$ cat config.mk
export PLATFORM = sky130hd
export DESIGN_NAME = taylor_sine_cosine_core_flat
export DESIGN_NICKNAME = d
export VERILOG_FILES = /design/src/rtl/tsc_pkg.sv /design/src/rtl/tsc_if.sv /design/src/rtl/taylor_sine_cosine_core.sv /design/src/rtl/tsc_mul.sv /design/src/rtl/tsc_div.sv /design/src/flat_wrapper.sv
export SDC_FILE = /design/constraint.sdc
export NUM_CORES = 2
export LEC_CHECK = 0
export BUFFER_PORTS_ARGS = -buffer_cell sky130_fd_sc_hd__buf_4
export CORE_ASPECT_RATIO = 0.9
export CORE_MARGIN = 2
export CORE_UTILIZATION = 55
export CTS_CLUSTER_DIAMETER = 50
export DETAILED_ROUTE_END_ITERATION = 12
export PLACE_DENSITY = 0.72
export REMOVE_ABC_BUFFERS = 1
export SLEW_MARGIN = 5
export SYNTH_ARGS = -nofsm -noshare
export SYNTH_HDL_FRONTEND = slang
export SYNTH_SLANG_ARGS = --single-unit
$ cat constraint.sdc
create_clock -name clock -period 14.1 [get_ports clock]
set_input_delay 2.82 -clock clock [delete_from_list [all_inputs] [get_ports clock]]
set_output_delay 2.82 -clock clock [all_outputs]
set_load 0.01 [all_outputs]
$ cat src/rtl/tsc_pkg.sv
// Package: widths, constants, state types and saturation for the Taylor sine/cosine core.
`timescale 1ns / 1ps

package tsc_pkg;

   localparam int ANGLE_W    = 32;
   localparam int Q130_W     = 32;
   localparam int TERMS_W    = 6;
   localparam int THR_W      = 21;
   localparam int AX_W       = 31;
   localparam int X2_W       = 34;
   localparam int MAG_W      = 36;
   localparam int HALF_W     = MAG_W / 2;
   localparam int PROD_W     = MAG_W + X2_W;
   localparam int FRAC_SHIFT = 29;
   localparam int ACC_W      = 40;
   localparam int DIV_CNT_W  = $clog2(MAG_W + 1);

   localparam logic [THR_W-1:0]          THR_RESET = 21'd107;
   localparam logic signed [ANGLE_W-1:0] PI_Q229   = 32'sd1686629713;
   localparam logic [MAG_W-1:0]          ONE_MAG   = 36'd1073741824;
   localparam logic signed [ACC_W-1:0]   ONE_ACC   = 40'sd1073741824;
   localparam logic signed [Q130_W-1:0]  ONE_Q130  = 32'sd1073741824;

   typedef enum logic [2:0] {
      ST_IDLE,
      ST_SQ_START,
      ST_SQ_WAIT,
      ST_INIT,
      ST_MUL_START,
      ST_MUL_WAIT,
      ST_DIV_WAIT,
      ST_DONE
   } tsc_state_type;

   typedef enum logic [1:0] {
      MUL_IDLE,
      MUL_LOW,
      MUL_HIGH,
      MUL_SUM
   } tsc_mul_state_type;

   function automatic logic signed [Q130_W-1:0] saturate_q130(
      input logic signed [ACC_W-1:0] v
   );
      logic signed [Q130_W-1:0] r;
      if (v > ONE_ACC) begin
         r = ONE_Q130;
      end else if (v < -ONE_ACC) begin
         r = -ONE_Q130;
      end else begin
         r = v[Q130_W-1:0];
      end
      return r;
   endfunction

endpackage

$ cat src/rtl/tsc_if.sv
// Interfaces: angle request channel and sine/cosine response channel.
`timescale 1ns / 1ps

interface tsc_req_if;
   import tsc_pkg::*;
   logic                       valid;
   logic                       ready;
   logic signed [ANGLE_W-1:0]  angle;

   modport source (output valid, output angle, input ready);
   modport sink (input valid, input angle, output ready);
endinterface

interface tsc_rsp_if;
   import tsc_pkg::*;
   logic                       valid;
   logic                       ready;
   logic signed [Q130_W-1:0]   sine;
   logic signed [Q130_W-1:0]   cosine;
   logic [TERMS_W-1:0]         terms_used;

   modport source (output valid, output sine, output cosine, output terms_used, input ready);
   modport sink (input valid, input sine, input cosine, input terms_used, output ready);
endinterface

$ cat src/rtl/taylor_sine_cosine_core.sv
// Top level: Taylor-series sine and cosine of one angle, one item at a time.
// Each series term costs a shared multiply and a bit-serial divide.
// Throughput: one item in flight; the next transfer is taken once the result is registered.
// Reset: synchronous, active high; clears the sequencer and output valid, threshold to 107.
`timescale 1ns / 1ps

module taylor_sine_cosine_core #(
   parameter int MAX_TERMS = 16
) (
   input  logic                        clock,
   input  logic                        reset,
   input  logic                        csr_wr_en,
   input  logic [tsc_pkg::THR_W-1:0]   csr_wr_data,
   tsc_req_if.sink                     req_if,
   tsc_rsp_if.source                   rsp_if
);
   import tsc_pkg::*;

   // term counter, series index n and denominator (n+1)(n+2) widths
   localparam int CNT_W = $clog2(MAX_TERMS + 1);
   localparam int N_W   = $clog2(2 * MAX_TERMS + 2);
   localparam int DEN_W = $clog2((2 * MAX_TERMS) * (2 * MAX_TERMS + 1) + 1);
   localparam int DPR_W = 2 * (N_W + 1);

   tsc_state_type              state_ff, state_in;
   logic [THR_W-1:0]           thr_ff;
   logic                       cos_phase_ff;

   // angle and series datapath
   logic [AX_W-1:0]            ax_ff;
   logic                       neg_ff;
   logic [X2_W-1:0]            x2_ff;
   logic [MAG_W-1:0]           mag_ff;
   logic                       term_neg_ff;
   logic signed [ACC_W-1:0]    acc_ff, acc_in;
   logic signed [ACC_W-1:0]    sine_sum_ff;
   logic [CNT_W-1:0]           count_ff, count_in;
   logic [CNT_W-1:0]           sine_cnt_ff;
   logic [N_W-1:0]             n_ff;

   // response register
   logic                       rsp_valid_ff;
   logic signed [Q130_W-1:0]   rsp_sine_ff;
   logic signed [Q130_W-1:0]   rsp_cosine_ff;
   logic [TERMS_W-1:0]         rsp_terms_ff;

   // shared units
   logic                       mul_start;
   logic [MAG_W-1:0]           mul_a;
   logic [X2_W-1:0]            mul_b;
   logic                       mul_done;
   logic [PROD_W-1:0]          mul_product;
   logic                       div_start;
   logic [DEN_W-1:0]           den;
   logic [DPR_W-1:0]           den_full;
   logic                       div_done;
   logic [MAG_W-1:0]           div_quotient;

   // misc combinational terms
   logic signed [ANGLE_W-1:0]  angle_sat;
   logic [ANGLE_W-1:0]         angle_abs;
   logic [MAG_W-1:0]           init_mag;
   logic signed [ACC_W-1:0]    init_ext;
   logic signed [ACC_W-1:0]    quo_ext;
   logic                       series_stop;
   logic                       out_free;
   logic                       req_ready;

   // clamp the angle to plus or minus pi and split into sign and magnitude
   always_comb begin
      if (req_if.angle > PI_Q229) begin
         angle_sat = PI_Q229;
      end else if (req_if.angle < -PI_Q229) begin
         angle_sat = -PI_Q229;
      end else begin
         angle_sat = req_if.angle;
      end
      angle_abs = angle_sat[ANGLE_W-1] ? ANGLE_W'(-angle_sat) : ANGLE_W'(angle_sat);
   end

   // first term: x in Q1.30 for sine, one for cosine
   assign init_mag = cos_phase_ff ? ONE_MAG : MAG_W'({ax_ff, 1'b0});
   assign init_ext = signed'(ACC_W'(init_mag));
   assign quo_ext  = signed'(ACC_W'(div_quotient));

   // denominator (n+1)(n+2) for the term now being formed
   assign den_full = (DPR_W'(n_ff) + DPR_W'(1)) * (DPR_W'(n_ff) + DPR_W'(2));
   assign den      = den_full[DEN_W-1:0];

   // accumulate with the flipped sign; stop on a small term or at the term limit
   assign acc_in      = term_neg_ff ? acc_ff + quo_ext : acc_ff - quo_ext;
   assign count_in    = count_ff + 1'b1;
   assign series_stop = (div_quotient <= MAG_W'(thr_ff)) || (count_in >= CNT_W'(MAX_TERMS));

   assign out_free = !rsp_valid_ff || rsp_if.ready;

   always_comb begin
      state_in  = state_ff;
      req_ready = 1'b0;
      mul_start = 1'b0;
      div_start = 1'b0;
      mul_a     = mag_ff;
      mul_b     = x2_ff;
      unique case (state_ff)
         ST_IDLE: begin
            req_ready = 1'b1;
            if (req_if.valid) begin
               state_in = ST_SQ_START;
            end
         end
         ST_SQ_START: begin
            // square the magnitude on the shared multiplier
            mul_start = 1'b1;
            mul_a     = MAG_W'(ax_ff);
            mul_b     = X2_W'(ax_ff);
            state_in  = ST_SQ_WAIT;
         end
         ST_SQ_WAIT: begin
            if (mul_done) begin
               state_in = ST_INIT;
            end
         end
         ST_INIT: begin
            state_in = ST_MUL_START;
         end
         ST_MUL_START: begin
            mul_start = 1'b1;
            state_in  = ST_MUL_WAIT;
         end
         ST_MUL_WAIT: begin
            // hand the scaled term straight to the divider
            if (mul_done) begin
               div_start = 1'b1;
               state_in  = ST_DIV_WAIT;
            end
         end
         ST_DIV_WAIT: begin
            if (div_done) begin
               if (!series_stop) begin
                  state_in = ST_MUL_START;
               end else if (!cos_phase_ff) begin
                  state_in = ST_INIT;
               end else begin
                  state_in = ST_DONE;
               end
            end
         end
         ST_DONE: begin
            // hold until the response slot is free
            if (out_free) begin
               state_in = ST_IDLE;
            end
         end
         default: state_in = ST_IDLE;
      endcase
   end

   always_ff @(posedge clock) begin
      if (reset) begin
         state_ff <= ST_IDLE;
      end else begin
         state_ff <= state_in;
      end
   end

   // threshold register
   always_ff @(posedge clock) begin
      if (reset) begin
         thr_ff <= THR_RESET;
      end else if (csr_wr_en) begin
         thr_ff <= csr_wr_data;
      end
   end

   // sequencer control state
   always_ff @(posedge clock) begin
      if (reset) begin
         cos_phase_ff <= 1'b0;
         count_ff     <= '0;
         n_ff         <= '0;
      end else begin
         unique case (state_ff)
            ST_INIT: begin
               count_ff <= '0;
               n_ff     <= cos_phase_ff ? N_W'(0) : N_W'(1);
            end
            ST_DIV_WAIT: begin
               if (div_done) begin
                  count_ff <= count_in;
                  n_ff     <= n_ff + N_W'(2);
                  if (series_stop) begin
                     cos_phase_ff <= 1'b1;
                  end
               end
            end
            ST_DONE: begin
               if (out_free) begin
                  cos_phase_ff <= 1'b0;
               end
            end
            default: begin
            end
         endcase
      end
   end

   // series datapath
   always_ff @(posedge clock) begin
      if (state_ff == ST_IDLE && req_if.valid) begin
         ax_ff  <= angle_abs[AX_W-1:0];
         neg_ff <= angle_sat[ANGLE_W-1];
      end
      if (state_ff == ST_SQ_WAIT && mul_done) begin
         x2_ff <= mul_product[FRAC_SHIFT+X2_W-1:FRAC_SHIFT];
      end
      if (state_ff == ST_INIT) begin
         mag_ff      <= init_mag;
         term_neg_ff <= cos_phase_ff ? 1'b0 : neg_ff;
         acc_ff      <= (!cos_phase_ff && neg_ff) ? -init_ext : init_ext;
      end
      if (state_ff == ST_DIV_WAIT && div_done) begin
         mag_ff      <= div_quotient;
         term_neg_ff <= !term_neg_ff;
         acc_ff      <= acc_in;
         // keep the finished sine sum while the cosine series runs
         if (series_stop && !cos_phase_ff) begin
            sine_sum_ff <= acc_in;
            sine_cnt_ff <= count_in;
         end
      end
   end

   // response register: load on completion, drop valid after the transfer
   always_ff @(posedge clock) begin
      if (reset) begin
         rsp_valid_ff <= 1'b0;
      end else if (state_ff == ST_DONE && out_free) begin
         rsp_valid_ff <= 1'b1;
      end else if (rsp_if.ready) begin
         rsp_valid_ff <= 1'b0;
      end
   end

   always_ff @(posedge clock) begin
      if (state_ff == ST_DONE && out_free) begin
         rsp_sine_ff   <= saturate_q130(sine_sum_ff);
         rsp_cosine_ff <= saturate_q130(acc_ff);
         rsp_terms_ff  <= TERMS_W'(sine_cnt_ff);
      end
   end

   tsc_mul u_mul (
      .clock   (clock),
      .reset   (reset),
      .start   (mul_start),
      .mul_a   (mul_a),
      .mul_b   (mul_b),
      .done    (mul_done),
      .product (mul_product)
   );

   tsc_div #(
      .DIVISOR_W (DEN_W)
   ) u_div (
      .clock    (clock),
      .reset    (reset),
      .start    (div_start),
      .dividend (mul_product[FRAC_SHIFT+MAG_W-1:FRAC_SHIFT]),
      .divisor  (den),
      .done     (div_done),
      .quotient (div_quotient)
   );

   assign req_if.ready      = req_ready;
   assign rsp_if.valid      = rsp_valid_ff;
   assign rsp_if.sine       = rsp_sine_ff;
   assign rsp_if.cosine     = rsp_cosine_ff;
   assign rsp_if.terms_used = rsp_terms_ff;

   // multiplier results arrive only while the sequencer waits for them
   assert property (@(posedge clock) disable iff (reset)
      mul_done |-> (state_ff == ST_SQ_WAIT || state_ff == ST_MUL_WAIT))
      else $error("multiplier finished outside a wait state");

   // divider results arrive only while the sequencer waits for them
   assert property (@(posedge clock) disable iff (reset)
      div_done |-> (state_ff == ST_DIV_WAIT))
      else $error("divider finished outside its wait state");

   // the term counter never passes the term limit
   assert property (@(posedge clock) disable iff (reset)
      count_ff <= CNT_W'(MAX_TERMS))
      else $error("term count beyond limit");

   // a held result reports between one and MAX_TERMS sine terms
   assert property (@(posedge clock) disable iff (reset)
      rsp_valid_ff |-> (rsp_terms_ff != '0 && rsp_terms_ff <= TERMS_W'(MAX_TERMS)))
      else $error("reported term count out of range");

   // a new item enters only while no series is in progress
   assert property (@(posedge clock) disable iff (reset)
      (state_ff == ST_IDLE && req_if.valid) |=> (state_ff == ST_SQ_START && !cos_phase_ff))
      else $error("item accepted with a series in progress");

endmodule

$ cat src/rtl/tsc_mul.sv
// Shared multiplier: full product of two operands over two half-width passes.
`timescale 1ns / 1ps

module tsc_mul (
   input  logic                         clock,
   input  logic                         reset,
   input  logic                         start,
   input  logic [tsc_pkg::MAG_W-1:0]    mul_a,
   input  logic [tsc_pkg::X2_W-1:0]     mul_b,
   output logic                         done,
   output logic [tsc_pkg::PROD_W-1:0]   product
);
   import tsc_pkg::*;

   tsc_mul_state_type             state_ff, state_in;
   logic                          done_ff;
   logic [MAG_W-1:0]              a_ff;
   logic [X2_W-1:0]               b_ff;
   logic [HALF_W+X2_W-1:0]        part_ff, part_in;
   logic [PROD_W-1:0]             sum_ff;
   logic [HALF_W-1:0]             half_op;

   always_comb begin
      state_in = state_ff;
      unique case (state_ff)
         MUL_IDLE: begin
            if (start) begin
               state_in = MUL_LOW;
            end
         end
         MUL_LOW:  state_in = MUL_HIGH;
         MUL_HIGH: state_in = MUL_SUM;
         MUL_SUM:  state_in = MUL_IDLE;
         default:  state_in = MUL_IDLE;
      endcase
   end

   // one multiplier, fed the low half first and the high half second
   assign half_op = (state_ff == MUL_LOW) ? a_ff[HALF_W-1:0] : a_ff[MAG_W-1:HALF_W];
   assign part_in = (HALF_W + X2_W)'(half_op) * (HALF_W + X2_W)'(b_ff);

   always_ff @(posedge clock) begin
      if (reset) begin
         state_ff <= MUL_IDLE;
         done_ff  <= 1'b0;
      end else begin
         state_ff <= state_in;
         done_ff  <= (state_ff == MUL_SUM);
      end
   end

   always_ff @(posedge clock) begin
      if (state_ff == MUL_IDLE && start) begin
         a_ff <= mul_a;
         b_ff <= mul_b;
      end
      if (state_ff == MUL_LOW || state_ff == MUL_HIGH) begin
         part_ff <= part_in;
      end
      if (state_ff == MUL_HIGH) begin
         sum_ff <= PROD_W'(part_ff);
      end else if (state_ff == MUL_SUM) begin
         sum_ff <= sum_ff + {part_ff, {HALF_W{1'b0}}};
      end
   end

   assign done    = done_ff;
   assign product = sum_ff;

endmodule

$ cat src/rtl/tsc_div.sv
// Restoring divider: one quotient bit per cycle, truncating unsigned quotient.
`timescale 1ns / 1ps

module tsc_div #(
   parameter int DIVISOR_W = 11
) (
   input  logic                        clock,
   input  logic                        reset,
   input  logic                        start,
   input  logic [tsc_pkg::MAG_W-1:0]   dividend,
   input  logic [DIVISOR_W-1:0]        divisor,
   output logic                        done,
   output logic [tsc_pkg::MAG_W-1:0]   quotient
);
   import tsc_pkg::*;

   logic                      busy_ff;
   logic                      done_ff;
   logic [DIV_CNT_W-1:0]      cnt_ff;
   logic [DIVISOR_W-1:0]      divisor_ff;
   logic [DIVISOR_W-1:0]      rem_ff, rem_in;
   logic [MAG_W-1:0]          quo_ff, quo_in;
   logic [DIVISOR_W:0]        shifted;
   logic [DIVISOR_W+1:0]      diff;
   logic                      fits;

   assign shifted = {rem_ff, quo_ff[MAG_W-1]};
   assign diff    = {1'b0, shifted} - {2'b00, divisor_ff};
   assign fits    = !diff[DIVISOR_W+1];
   assign rem_in  = fits ? diff[DIVISOR_W-1:0] : shifted[DIVISOR_W-1:0];
   assign quo_in  = {quo_ff[MAG_W-2:0], fits};

   always_ff @(posedge clock) begin
      if (reset) begin
         busy_ff <= 1'b0;
         done_ff <= 1'b0;
         cnt_ff  <= '0;
      end else begin
         done_ff <= 1'b0;
         if (start && !busy_ff) begin
            busy_ff <= 1'b1;
            cnt_ff  <= DIV_CNT_W'(MAG_W);
         end else if (busy_ff) begin
            cnt_ff <= cnt_ff - 1'b1;
            if (cnt_ff == DIV_CNT_W'(1)) begin
               busy_ff <= 1'b0;
               done_ff <= 1'b1;
            end
         end
      end
   end

   always_ff @(posedge clock) begin
      if (start && !busy_ff) begin
         quo_ff     <= dividend;
         rem_ff     <= '0;
         divisor_ff <= divisor;
      end else if (busy_ff) begin
         quo_ff <= quo_in;
         rem_ff <= rem_in;
      end
   end

   assign done     = done_ff;
   assign quotient = quo_ff;

endmodule
$ cat src/flat_wrapper.sv
// flat-port wrapper written by rule: the top's interface ports become plain ports
module taylor_sine_cosine_core_flat import tsc_pkg::*;
#(
   parameter int MAX_TERMS = 16
)
  (clock, reset, csr_wr_en, csr_wr_data, req_if_valid, req_if_angle, req_if_ready, rsp_if_valid, rsp_if_sine, rsp_if_cosine, rsp_if_terms_used, rsp_if_ready);
  tsc_req_if req_if_i ();
  tsc_rsp_if rsp_if_i ();
  input  logic clock;
  input  logic reset;
  input  logic csr_wr_en;
  input  logic [tsc_pkg::THR_W-1:0] csr_wr_data;
  input wire logic [$bits(req_if_i.valid)-1:0] req_if_valid;
  input wire logic [$bits(req_if_i.angle)-1:0] req_if_angle;
  output wire logic [$bits(req_if_i.ready)-1:0] req_if_ready;
  output wire logic [$bits(rsp_if_i.valid)-1:0] rsp_if_valid;
  output wire logic [$bits(rsp_if_i.sine)-1:0] rsp_if_sine;
  output wire logic [$bits(rsp_if_i.cosine)-1:0] rsp_if_cosine;
  output wire logic [$bits(rsp_if_i.terms_used)-1:0] rsp_if_terms_used;
  input wire logic [$bits(rsp_if_i.ready)-1:0] rsp_if_ready;
  assign req_if_i.valid = req_if_valid;
  assign req_if_i.angle = req_if_angle;
  assign req_if_ready = req_if_i.ready;
  assign rsp_if_valid = rsp_if_i.valid;
  assign rsp_if_sine = rsp_if_i.sine;
  assign rsp_if_cosine = rsp_if_i.cosine;
  assign rsp_if_terms_used = rsp_if_i.terms_used;
  assign rsp_if_i.ready = rsp_if_ready;
  taylor_sine_cosine_core #(.MAX_TERMS(MAX_TERMS)) u_core (.clock(clock), .reset(reset), .csr_wr_en(csr_wr_en), .csr_wr_data(csr_wr_data), .req_if(req_if_i), .rsp_if(rsp_if_i));
endmodule
# Word level (Yosys, flattened, before mapping)
# Index checks and enable logic that the tools add are counted.
dict set report word_totals {
  reg_bits 555
  latchBits 0
  ram_bits 0
  rom_bits 0
  output_inout_bits 72
  wordCells 162
  memories 0
}
dict set report classes {
  n_addsub 11
  mul 2
  div 0
  magnitude_cmp 8
  eq_ne 18
  shifts 0
  n_mux 54
  n_bitwise 1
  reduce_logical 33
}
# cell n
set op_table {}
lappend op_table {{$mux W32} 5}
lappend op_table {{$mux W40} 4}
lappend op_table {{$mux W36} 4}
lappend op_table {{$mux W52} 2}
lappend op_table {{$mux W31} 3}
lappend op_table {{$gt A40 B32 Y1 const B} 2}
lappend op_table {{$lt A40 B31 Y1 const B} 2}
lappend op_table {{$add A70 B70 Y70} 1}
lappend op_table {{$mul A18 B34 Y52} 1}
lappend op_table {{$add A40 B37 Y40} 1}
lappend op_table {{$neg A36 Y40} 1}
lappend op_table {{$sub A40 B37 Y40} 1}
lappend op_table {{$le A36 B21 Y1} 1}
lappend op_table {{$gt A32 B32 Y1 const B} 1}
lappend op_table {{$lt A32 B32 Y1 const B} 1}
lappend op_table {{$neg A31 Y31} 1}
lappend op_table {{$pmux W3 S8} 1}
lappend op_table {{$mux W3} 7}
lappend op_table {{$mux W18} 1}
lappend op_table {{$mux W6} 3}
lappend op_table {{$mux W1} 17}
lappend op_table {{$mul A14 B14 Y11} 1}
lappend op_table {{$sub A12 B11 Y13} 1}
lappend op_table {{$eq A3 B3 Y1 const B} 4}
lappend op_table {{other kinds (32)} 61}

# Depth between registers and ports, before layout
dict set report depth {
  ltp_word 6
  ltp_mapped 31
  mapped_depth_nobuf 27
}

# Hierarchy
# From an unflattened synthesis, not the netlist that was laid out.
dict set report hier_totals {
  hier_cells 5194
  hier_area_um2 50284.5
}
# module n_inst cells_per_inst area_each_um2 seq_area_each_um2
set by_module_without_submodules {}
lappend by_module_without_submodules {tsc_mul 1 3044 28766.3 5645.4}
lappend by_module_without_submodules {taylor_sine_cosine_core 1 1894 18303.8 8458.1}
lappend by_module_without_submodules {tsc_div 1 256 3214.3 1791.7}

# Worst setup path before layout
# Ideal clock, no wire load.
dict set report synth_timing {
  path_type {register to register}
  startpoint {reg u_core.u_mul.state_ff[1]}
  endpoint {reg u_core.u_mul.part_ff[51], data pin}
  arrival_time_ns 7.429
  slack_ns 6.411
  stages_incl_launch_ff 27
  n_path_buf 4
  period_less_slack_ns 7.689
  cell_sequence {dfxtp_1 > inv_1 > ha_1 > clkbuf_1 > clkbuf_1 > mux2_2 > clkbuf_1 > nand2_1 > fa_1 > inv_1 > fa_1 > fa_1 > fa_1 > fa_1 > inv_1 > fa_1 > inv_1 > ha_1 > clkbuf_1 > a21o_1 > o21bai_1 > or4_1 > o21a_1 > a22o_1 > or4_1 > a31oi_1 > xnor2_1}
}
dict set report synth_via {
  elab_chain_len 3
}
# item line_no
set synth_rtl {}
lappend synth_rtl {{from (decl)} tsc_mul.sv:15} ;# tsc_mul_state_type state_ff, state_in;
lappend synth_rtl {{from (signal assigned)} tsc_mul.sv:47} ;# state_ff <= state_in;
lappend synth_rtl {{$eq A2 B1 Y1} tsc_mul.sv:39} ;# assign half_op = (state_ff == MUL_LOW) ? a_ff[HALF_W-1:0] : a_ff[MAG_W-1:HALF_W];
lappend synth_rtl {{$mux W18} tsc_mul.sv:39}
lappend synth_rtl {{$mul A18 B34 Y52} tsc_mul.sv:40} ;# assign part_in = (HALF_W + X2_W)'(half_op) * (HALF_W + X2_W)'(b_ff);
lappend synth_rtl {{via u_core.u_mul.part_in[51]} tsc_mul.sv:19} ;# logic [HALF_W+X2_W-1:0] part_ff, part_in;
lappend synth_rtl {{to (signal assigned)} tsc_mul.sv:58} ;# part_ff <= part_in;
lappend synth_rtl {{to (decl)} tsc_mul.sv:19}
# The timed path passes the listed nets, and every way through them passes these cells.
# A chain may end at the register's enable or synchronous reset.

# Worst setup path after layout
dict set report layout_timing {
  startpoint {reg u_core.u_mul.state_ff[1]}
  endpoint {reg u_core.u_mul.part_ff[46], data pin}
}
# The elaborated chain is that of the path after synthesis.

==> results.json <==
{
  "status": "completed",
  "clock_tree.buffer_depth": 3,
  "die-height_um": 286,
  "nets": 5897,
  "tns_ps": 0,
  "ctsResizeCount": 0,
  "syn_area_um2": 48500,
  "synth_top_cell_area_share": 0.284,
  "grt_pass1_wl_um": 207000,
  "tightestPinTransition_ps": 1260,
  "timing.rr.end": "u_core.u_mul.part_ff[46]$_DFFE_PP_",
  "slew_headroom": 0.155,
  "synthArstFlopShare": 0,
  "grt_pass1_vias": 36139,
  "grt_max_degree": 90,
  "synthTopCellsByCount": "843 x nand2_1, 709 x inv_1, 536 x fa_1, 459 x edfxtp_1, 280 x ha_1",
  "rr_worst_depth": 24,
  "critPathArrivalTime_ps": 9060,
  "post-dp-hpwl_um": 97800,
  "drive_gt1_frac": 0.0693,
  "rr_startpoint": "u_core.u_mul.state_ff[1]$_SDFFE_PP0P_",
  "whs_path_depth": 0,
  "synth_edf_count": 459,
  "synthMostInstantiatedCell": "nand2_1",
  "via_count": 36362,
  "post-cts-setup-buffers": 0,
  "worstHoldStart": "u_core.sine_cnt_ff[2]$_DFFE_PP_",
  "ys_warn_count": 0,
  "port_buffers": 128,
  "crit_fanout": 34,
  "critPathKind": "flip-flop to flip-flop",
  "cts-root-buf": "clkbuf_16",
  "max_freq_mhz": 115,
  "cts_tree": "yes",
  "syn_to_final_growth_pct": 7.86,
  "yosysSeqAreaShare": 0.314,
  "synth_top_area_cell": "edfxtp_1",
  "dieArea_um2": 90600,
  "ys_top_cells_by_area": "edfxtp_1 28%, fa_1 22%, ha_1 7.2%",
  "r2r_setup_slack_ps": 5390,
  "synth_top_flop_cell": "edfxtp_1",
  "numCtsBuffers": 53,
  "grt_use_total": 0.294,
  "cts.sinks": 531,
  "hold_viol": 0,
  "diodes": 0,
  "die_x_um": 317,
  "ys_types": 77,
  "yosys_register_bits": 531,
  "cap_violations": 0,
  "startpoint": "u_core.u_mul.state_ff[1]$_SDFFE_PP0P_",
  "startpoint_type": "flip-flop",
  "hold_buffers": 0,
  "first_iter_violations": 3523,
  "start_util": 0.554,
  "min_path_type": "flip-flop to flip-flop",
  "setup_violations": 0,
  "drc": 0,
  "finalMaxSlewViolations": 0,
  "avgViaCountPerCell": 5.84,
  "wl_per_cell_um": 21.2,
  "clock_latency_ps": 640,
  "boundaryPins": 130,
  "gp_congestion": 0.935,
  "fillers": 7428,
  "rows": 103,
  "grt_overflow": 0,
  "fin_crit_ps": 8710,
  "min_to": "u_core.rsp_if.terms_used[2]$_DFFE_PP_",
  "synth.avg_cell_area_um2": 9.64,
  "totalWireLength_um": 132000,
  "rsz0062_at_grt": "false",
  "h-tree-depth": 2,
  "core_area_um2": 87500,
  "antenna_found_initial": 5,
  "syn_inst": 5031,
  "cp_data_required_time_ps": 14460,
  "clkTransAtPathRegs_ps": 70,
  "period_share": 0.618,
  "antenna_left": 0,
  "first_pass_iters": 8,
  "end_kind": "flip-flop",
  "finalClockSkew_ps": 40.6
}
==> worst max-delay path by stage <==
stage / endpoint
final: u_core.u_mul.part_ff[46]$_DFFE_PP_
after global routing: u_core.u_mul.part_ff[46]$_DFFE_PP_
after CTS: u_core.u_mul.part_ff[46]$_DFFE_PP_
after detailed placement: u_core.u_mul.part_ff[46]$_DFFE_PP_
after global placement: u_core.u_mul.part_ff[50]$_DFFE_PP_
after floorplan: u_core.u_mul.part_ff[51]$_DFFE_PP_
==> layer usage <==
layer	wire length, um	vias up	global-route usage
li1	-	16482	-
met1	57500	18173	0.430
met2	60200	1465	0.459
met3	10800	242	0.0468
met4	3280	0	0.0737
met5	0	-	0
==> sequential cells by signal (all words and copies together) (netlist names), 5 cells and up <==
signal / cells
u_core.acc_ff: 40
u_core.ax_ff: 31
u_core.count_ff: 5
u_core.mag_ff: 36
u_core.n_ff: 6
u_core.rsp_if.cosine: 32
u_core.rsp_if.sine: 32
u_core.rsp_if.terms_used: 5
u_core.sine_cnt_ff: 5
u_core.sine_sum_ff: 40
u_core.thr_ff: 21
u_core.u_div.cnt_ff: 6
u_core.u_div.divisor_ff: 10
u_core.u_div.quotient: 36
u_core.u_div.rem_ff: 11
u_core.u_mul.a_ff: 36
u_core.u_mul.b_ff: 34
u_core.u_mul.part_ff: 52
u_core.u_mul.product: 47
u_core.x2_ff: 34
==> layout make-up <==
cell class / count / area (um2) / area share
Inverter: 712 / 2670 / 0.0511
Sequential cell: 531 / 15200 / 0.291
Multi-Input combinational cell: 3560 / 29800 / 0.569
Tap cell: 1155 / 1450 / 0.0276
Clock buffer: 59 / 1380 / 0.0264
Timing Repair Buffer: 165 / 1240 / 0.0237
Clock inverter: 41 / 562 / 0.0107
==> stage by stage <==
step / instances / cell area [um2] / utilization / setup WS (ps) / hold WS, ps
6_report: 6223 / 52300 / 0.598 / 5390 / 420
5_1_grt: 6223 / 52300 / 0.598 / 4990 / 427
4_1_cts: 6223 / 52300 / 0.598 / 5540 / 421
3_5_place_dp: 6123 / 50400 / 0.576 / 5610 / 406
3_3_place_gp: 6123 / 50400 / 0.576 / 5790 / 404
2_1_floorplan: 4803 / 47600 / - / 6610 / 400
==> cells by family (layout without fill, tap and decap cells) <==
kind of cell	after synthesis	after routing	share of synthesized area
adders and majority gates	816	816	0.293
buffers and inverters	940	977	0.0730
AOI/OAI and AO/OA	731	731	0.0945
muxes	86	86	0.0192
xor gates and xnor gates	225	225	0.0406
DFF	531	531	0.314
and+or+nand+nor	1701	1701	0.165
other	1	1	0.0000773
==> layout by cell type (no fill, tap or decap), types with 165 or more instances in the layout <==
master	count
fa_1	536
nor2_1	193
inv_1	708
edfxtp_1	459
a21oi_1	188
buf_4	165
ha_1	278
nand2_1	842
o21ai_0	206
and2_1	254
==> worst max-delay path: stages, from the launching register on <==
cell      delay, ps
dfxtp_1         330
inv_1           120
ha_1            680
mux2_2          950
nand2_1         210
fa_1            590
inv_1            60
fa_1            470
fa_1            520
fa_1            510
fa_1            550
inv_1            50
fa_1            580
inv_1            50
ha_1            400
nand4_1         160
nor2_1          200
nand3_1         150
o21a_1          210
o21ai_0         590
a21oi_1         320
o211ai_1        240
o211ai_1        150
a21oi_1         190
xor2_1           80
Power is not shown: default switching activity piles up to over one toggle a cycle in this logic, so the estimate is an artifact.
